--- src/hw/rtl/zpb_pkg.sv ---
// Shared types and constants for the z-buffered point binner.
package zpb_pkg;

    localparam int COORD_W     = 16;
    localparam int POINT_W     = 3 * COORD_W;
    localparam int DEPTH_W     = 17;
    localparam int WORD_W      = POINT_W + DEPTH_W;
    localparam int CLIP_W      = 34;
    localparam int DEPTH_NUM_W = 48;
    localparam int IDX_W       = 19;
    localparam int FUNC_W      = 2;

    localparam logic [DEPTH_W-1:0] DEPTH_EMPTY = {DEPTH_W{1'b1}};

    localparam logic [FUNC_W-1:0] FUNC_BIN   = 2'd0;
    localparam logic [FUNC_W-1:0] FUNC_CLEAR = 2'd1;
    localparam logic [FUNC_W-1:0] FUNC_READ  = 2'd2;

    typedef enum logic [1:0] {
        DIV_U,
        DIV_V,
        DIV_Z
    } div_sel_t;

    typedef enum logic [3:0] {
        ST_CLEAR,
        ST_IDLE,
        ST_MAC,
        ST_NORM,
        ST_SCALE,
        ST_DIV_START,
        ST_DIV_WAIT,
        ST_ADDR,
        ST_BIN_RD,
        ST_BIN_WR,
        ST_RD_RD,
        ST_RD_OUT
    } state_t;

    typedef struct packed {
        logic       accept;
        logic       clr_init;
        logic       clr_step;
        logic       mac_en;
        logic [3:0] mac_step;
        logic       norm;
        logic       scale;
        logic       div_start;
        div_sel_t   div_sel;
        logic       addr;
        logic       bin_rd;
        logic       bin_wr;
        logic       rd_rd;
        logic       out_load;
    } cmd_t;

    typedef struct packed {
        logic clr_last;
        logic bad;
        logic div_done;
        logic on_screen;
        logic out_free;
    } stat_t;

endpackage

--- src/hw/rtl/zpb_ctrl.sv ---
// Controller state machine that sequences clear, bin and read items.
module zpb_ctrl (
    input  logic                         clk,
    input  logic                         rst_n,
    input  logic                         in_valid,
    input  logic [zpb_pkg::FUNC_W-1:0]   in_func,
    output logic                         in_ready,
    input  zpb_pkg::stat_t               stat,
    output zpb_pkg::cmd_t                cmd
);

    zpb_pkg::state_t   state_reg, state_next;
    logic [3:0]        step_reg, step_next;
    zpb_pkg::div_sel_t phase_reg, phase_next;

    always_ff @(posedge clk or negedge rst_n)
    begin
        if (!rst_n)
        begin
            state_reg <= zpb_pkg::ST_CLEAR;
            step_reg  <= '0;
            phase_reg <= zpb_pkg::DIV_U;
        end
        else
        begin
            state_reg <= state_next;
            step_reg  <= step_next;
            phase_reg <= phase_next;
        end
    end

    // Next state.
    always_comb
    begin
        state_next = state_reg;
        step_next  = step_reg;
        phase_next = phase_reg;
        case (state_reg)
            zpb_pkg::ST_CLEAR:
            begin
                if (stat.clr_last)
                begin
                    state_next = zpb_pkg::ST_IDLE;
                end
            end
            zpb_pkg::ST_IDLE:
            begin
                if (in_valid)
                begin
                    step_next = '0;
                    case (in_func)
                        zpb_pkg::FUNC_BIN:   state_next = zpb_pkg::ST_MAC;
                        zpb_pkg::FUNC_CLEAR: state_next = zpb_pkg::ST_CLEAR;
                        zpb_pkg::FUNC_READ:  state_next = zpb_pkg::ST_RD_RD;
                        default:             state_next = zpb_pkg::ST_IDLE;
                    endcase
                end
            end
            zpb_pkg::ST_MAC:
            begin
                step_next = step_reg + 1'b1;
                if (step_reg == 4'hF)
                begin
                    state_next = zpb_pkg::ST_NORM;
                end
            end
            zpb_pkg::ST_NORM:
            begin
                state_next = zpb_pkg::ST_SCALE;
            end
            zpb_pkg::ST_SCALE:
            begin
                phase_next = zpb_pkg::DIV_U;
                state_next = stat.bad ? zpb_pkg::ST_IDLE : zpb_pkg::ST_DIV_START;
            end
            zpb_pkg::ST_DIV_START:
            begin
                state_next = zpb_pkg::ST_DIV_WAIT;
            end
            zpb_pkg::ST_DIV_WAIT:
            begin
                if (stat.div_done)
                begin
                    case (phase_reg)
                        zpb_pkg::DIV_U:
                        begin
                            phase_next = zpb_pkg::DIV_V;
                            state_next = zpb_pkg::ST_DIV_START;
                        end
                        zpb_pkg::DIV_V:
                        begin
                            phase_next = zpb_pkg::DIV_Z;
                            state_next = zpb_pkg::ST_DIV_START;
                        end
                        default:
                        begin
                            state_next = zpb_pkg::ST_ADDR;
                        end
                    endcase
                end
            end
            zpb_pkg::ST_ADDR:
            begin
                state_next = stat.on_screen ? zpb_pkg::ST_BIN_RD : zpb_pkg::ST_IDLE;
            end
            zpb_pkg::ST_BIN_RD:
            begin
                state_next = zpb_pkg::ST_BIN_WR;
            end
            zpb_pkg::ST_BIN_WR:
            begin
                state_next = zpb_pkg::ST_IDLE;
            end
            zpb_pkg::ST_RD_RD:
            begin
                state_next = zpb_pkg::ST_RD_OUT;
            end
            zpb_pkg::ST_RD_OUT:
            begin
                if (stat.out_free)
                begin
                    state_next = zpb_pkg::ST_IDLE;
                end
            end
            default:
            begin
                state_next = zpb_pkg::ST_IDLE;
            end
        endcase
    end

    // Outputs.
    always_comb
    begin
        cmd          = '0;
        cmd.mac_step = step_reg;
        cmd.div_sel  = phase_reg;
        in_ready     = 1'b0;
        case (state_reg)
            zpb_pkg::ST_CLEAR:
            begin
                cmd.clr_step = 1'b1;
            end
            zpb_pkg::ST_IDLE:
            begin
                in_ready     = 1'b1;
                cmd.accept   = in_valid;
                cmd.clr_init = in_valid && (in_func == zpb_pkg::FUNC_CLEAR);
            end
            zpb_pkg::ST_MAC:       cmd.mac_en    = 1'b1;
            zpb_pkg::ST_NORM:      cmd.norm      = 1'b1;
            zpb_pkg::ST_SCALE:     cmd.scale     = 1'b1;
            zpb_pkg::ST_DIV_START: cmd.div_start = 1'b1;
            zpb_pkg::ST_ADDR:      cmd.addr      = 1'b1;
            zpb_pkg::ST_BIN_RD:    cmd.bin_rd    = 1'b1;
            zpb_pkg::ST_BIN_WR:    cmd.bin_wr    = 1'b1;
            zpb_pkg::ST_RD_RD:     cmd.rd_rd     = 1'b1;
            zpb_pkg::ST_RD_OUT:    cmd.out_load  = stat.out_free;
            default:
            begin
                cmd.accept = 1'b0;
            end
        endcase
    end

endmodule

--- config.mk ---
export PLATFORM = sky130hd
export DESIGN_NAME = zpb_ctrl
export DESIGN_NICKNAME = d
export VERILOG_FILES = /design/src/hw/rtl/zpb_pkg.sv /design/src/hw/rtl/zpb_ctrl.sv
export SDC_FILE = /design/constraint.sdc
export NUM_CORES = 1
export LEC_CHECK = 0
export CAP_MARGIN = 5
export CORE_AREA = 4 4 41 43
export CTS_BUF_LIST = sky130_fd_sc_hd__clkbuf_8
export DETAILED_ROUTE_END_ITERATION = 10
export DIE_AREA = 0 0 45 47
export DONT_BUFFER_PORTS = 1
export PLACE_DENSITY = 0.79
export SYNTH_ARGS = -nofsm -noshare
export SYNTH_HDL_FRONTEND = slang
export SYNTH_SLANG_ARGS = --single-unit
--- constraint.sdc ---
create_clock -name clk -period 3.05 [get_ports clk]
set_input_delay 0.305 -clock clk [delete_from_list [all_inputs] [get_ports clk]]
set_output_delay 0.305 -clock clk [all_outputs]
set_load 0.05 [all_outputs]
* After elaboration in Yosys (flattened, before gate mapping) *
Cells that the tools add are included.

word-level totals
  logic and storage cells = 63
  register bits after elaboration = 10

operators by class
  muxes and demuxes = 28
  equal/unequal tests = 21
  reduce and logical (&&, ||, !) cells = 10
  add/sub/neg operators = 1

operators by type and width
  kind                   number
  $pmux W4 S11           1
  $mux W4                7
  $eq A4 B4 Y1 const B   5
  $eq A4 B3 Y1 const B   4
  $mux W1                13
  $pmux W4 S3            1
  $ne A2 B2 Y1 const B   5
  $eq A4 B2 Y1 const B   2
  $pmux W2 S2            2
  $pmux W4 S2            1
  $reduce_and A5 Y1      1
  $add A4 B1 Y4 const B  1
  $eq A2 B1 Y1 const B   2
  $eq A4 B1 Y1 const B   1
  $logic_not A2 Y1       2
  $logic_not A4 Y1       1
  $mux W2                2
  $reduce_bool A2 Y1     2
  $mux W3                1
  $ne A3 B3 Y1 const B   1
  $reduce_and A3 Y1      1
  $eq A2 B2 Y1 const B   1
  $reduce_and A2 Y1      1
  $reduce_or A2 Y1       1
  $logic_and A1 B1 Y1    1

* Depth between registers and ports, before layout *
  word-level depth = 5
  gate-level depth with buffers = 6
  mapped depth without buffers = 5

* Worst setup path before layout *
Ideal clock, no wire load.

  kind = register -> output
  start = register state_reg[2]
  end = output port cmd[16] (netlist name)
  buffers on the path = 1
  stages on the path, launching flop included = 5
  arrival time = 3.485 ns
  slack = -0.740 ns
  path through = dfrtp_1 > clkbuf_1 > nor4b_2 > and2_1 > nor3b_1

RTL lines
  item                    line            text
  start, declared         zpb_ctrl.sv:12  zpb_pkg::state_t state_reg, state_next;
  start signal, assigned  zpb_ctrl.sv:20  state_reg <= zpb_pkg::ST_CLEAR;
  start signal, assigned  zpb_ctrl.sv:26  state_reg <= state_next;
  end, declared           zpb_ctrl.sv:9   output zpb_pkg::cmd_t cmd

==> flow_summary_export.csv <==
group,metric,value,unit
clock_tree,clk_latency,240,ps
sta,finalCriticalPeriod,2270,ps
routing,wirelength,1710,µm
routing,first_pass_iters,4,
critical_path,path_class,"flip-flop to output port",
sta,fin_ws,781,ps
critical_path,endpoint_kind,"output port",
clock_tree,cts.htree.levels,1,
routing,avgViaCountPerCell,5.95,
global_route,grt_pass1_vias,625,
placed_design,gp_congestion,0.805,
sta,skew,3.91,ps
sta,timing.hold.ws,190,ps
critical_path,r2r_slack,950,ps
sta,setup_viol,0,
clock_tree,clk_pin_slew,50,ps
critical_path,required,2740,ps
clock_tree,numCtsBuffers,3,
global_route,gr-max-usage-layer,"met2",
sta,slew_headroom,0.405,
routing,drc,0,
synthesis,syn_avg_cell_area,8.29,µm²
sta,hold_viol,0,
global_route,grt_usage,0.197,
floorplanning,die_area,2120,µm²
run_status,outcome,"finished, final reports clean",
cells_and_area,seq_area,250,µm²
placed_design,dp_slack,991,ps
floorplanning,die_x,45,µm
clock_tree,clock-sinks,10,
sta,finalCritPeriodShare,0.744,
worst_hold_path,min-delay-start,"stat[0]",
floorplanning,fp-row-count,13,
routing,wl_per_cell,15.8,µm
critical_path,cp-start-kind,"flip-flop",
synthesis,yosysUniqueCellTypes,35,
cells_and_area,areaGrowthSynthToFinish,20.2,%
sta,finalMaxSlewViolations,0,
routing,vias,643,
global_route,use_met3,0.0766,
clock_tree,cts_root_buffer,"clkbuf_8",
sta,fmax,0.441,GHz
synthesis,ys_warn_count,0,
synthesis,synth_seq_cells,10,
critical_path,rr_worst_depth,5,
floorplanning,core_area,1300,µm²
critical_path,max_stage_delay,630,ps
synthesis,synthTopCellsByArea,"dfrtp_1, nand2b_1, nor2_1, inv_1, o221ai_4",
synthesis,synthFlopType,"dfrtp_1",
global_route,grt_max_degree,17,
critical_path,cp.depth,5,
worst_hold_path,whs_path_depth,1,
synthesis,synth_edf_count,0,
sta,rsz0062_at_grt,"no",
critical_path,worst-path-max-fanout,16,
worst_hold_path,hold_path_end,"state_reg[3]$_DFFE_PN0P_",
global_route,antenna_found_initial,0,
critical_path,arrival,1960,ps
synthesis,synth_area,704,µm²
critical_path,worstReg2RegStart,"state_reg[0]$_DFFE_PN0P_",
floorplanning,start_util,0.541,
placed_design,hpwl,1230,µm
critical_path,crit_buf_inv,2,
cells_and_area,final_nets,105,
global_route,use_met2,0.299,
cells_and_area,multi_input_area,423,µm²
global_route,overflow,0,
cells_and_area,diodes,0,
synthesis,yosysTopAreaCell,"dfrtp_1",
cells_and_area,drive_above_1_share,0.183,
worst_hold_path,hp-class,"input port to flip-flop",
global_route,grt_pass1_wl,2970,µm
synthesis,syn_inst,85,
critical_path,crit_top_cell,"buf_4",
routing,postRouteAntennaNets,0,
synthesis,yosysSeqAreaShare,0.355,
critical_path,cp_top_family,"flip-flops",
routing,drt_iter0_drc,20,
global_route,grt_util_met1,0.261,
clock_tree,post_cts_resized,0,
sta,worstMarginPinSlew,890,ps
synthesis,async_flop_share,1.00,
synthesis,syn_nets,96,
placed_design,port_buffers,0,
synthesis,synth_top_area_frac,0.355,
floorplanning,die_h,47,µm
critical_path,reg2reg_to,"step_reg[2]$_DFFE_PN0P_",
critical_path,slowest_stage,"dfrtp_1",
run,drv_cap,0,
clock_tree,cts_tree,"done",
sta,fin_setup_tns,0,ps
cells_and_area,nFillCells,114,
floorplanning,io_pins,29,
critical_path,critical_path.cell_chain,"nor4b_4, buf_4, and2_1, nor3b_2, buf_4",
clock_tree,clockBufferDepth,2,
-- worst max path at each step --
| stage | start | to | slack (ps) |
|---|---|---|---|
| after floorplan | state_reg[2]$_DFFE_PN0P_ | cmd[16] | 110 |
| after global placement | state_reg[0]$_DFFE_PN0P_ | step_reg[2]$_DFFE_PN0P_ | 1070 |
| after detailed placement | state_reg[0]$_DFFE_PN0P_ | step_reg[2]$_DFFE_PN0P_ | 990 |
| after CTS | state_reg[0]$_DFFE_PN0P_ | cmd[16] | 790 |
| after global routing | state_reg[0]$_DFFE_PN0P_ | cmd[16] | 630 |
| final | state_reg[0]$_DFFE_PN0P_ | cmd[16] | 780 |
-- layout by cell type, fill, tap and decap left out, drive strengths merged --
cell         Yosys  layout
o21a             1       1
o32ai            2       2
dfrtp           10      10
nand2b           5       5
a22o             1       1
and3             2       2
or4b             1       1
and2             1       1
nor2             8       8
buf              2       8
xor2             1       1
dlygate4sd3      0       1
mux2             1       1
inv              8       8
o22ai            2       2
nor4b            1       1
nor4             2       2
nand3            4       4
a31oi            2       2
nand2            6       6
nor3b            1       1
nand3b           1       1
o21ai            6       6
mux2i            1       1
or3b             1       1
ha               1       1
or3              1       1
nor3             3       3
a21oi            3       3
o221ai           1       1
o32a             1       1
o22a             1       1
clkbuf           3       4
nor2b            1       1
-- metrics by stage --
| stage | utilization | instances | cell area (µm²) |
|---|---|---|---|
| after CTS | 0.651 | 108 | 847 |
| after detailed placement | 0.601 | 103 | 782 |
| after global routing | 0.651 | 108 | 847 |
| after global placement | 0.601 | 103 | 782 |
| after floorplan | - | 85 | 718 |
| final | 0.651 | 108 | 847 |
-- synthesized netlist by cell type, drive strengths merged (2+ instances only) --
| cell type | instances |
|---|---|
| a31oi | 2 |
| nand2 | 6 |
| dfrtp | 10 |
| nand2b | 5 |
| buf | 2 |
| o21ai | 6 |
| nor3 | 3 |
| inv | 8 |
| o32ai | 2 |
| nand3 | 4 |
| clkbuf | 3 |
| nor4 | 2 |
| nor2 | 8 |
| a21oi | 3 |
| o22ai | 2 |
| and3 | 2 |
-- worst register-to-register path, delay by kind of cell, from the launching register on --
family	cells	cell delay, ps
and+or+nand+nor	1	750
AOI/OAI and AO/OA	3	350
DFF	1	550
buffers and inverters	1	290
-- layer usage --
| metal | up-vias | part of all wire |
|---|---|---|
| met5 | - | 0 |
| met4 | 0 | 0.0041 |
| met3 | 2 | 0.062 |
| met2 | 21 | 0.48 |
| met1 | 295 | 0.45 |
| li1 | 325 | - |
-- layout make-up --
class / count / share of cell area
clock buffer: 4 / 0.0650
inverter: 8 / 0.0355
multi-input combinational: 62 / 0.499
sequential: 10 / 0.295
tap: 15 / 0.0222
timing repair buffer: 9 / 0.0827
-- cells by family after synthesis --
kind of cell,synth area share
AOI/OAI and AO/OA,0.211
xor gates and xnor gates,0.0124
adders and majority gates,0.0178
buffers and inverters,0.0728
DFF,0.355
muxes,0.0302
and+or+nand+nor,0.300
-- timing repair --
item | in CTS | in global routing
endpoints found under the hold margin | 10 | 0
hold buffers | 1 | 0
setup buffers | 0 | 0
Power is left out: the tool's default activity adds up to more than one toggle a clock period on the data nets, which glitch-free logic cannot reach.
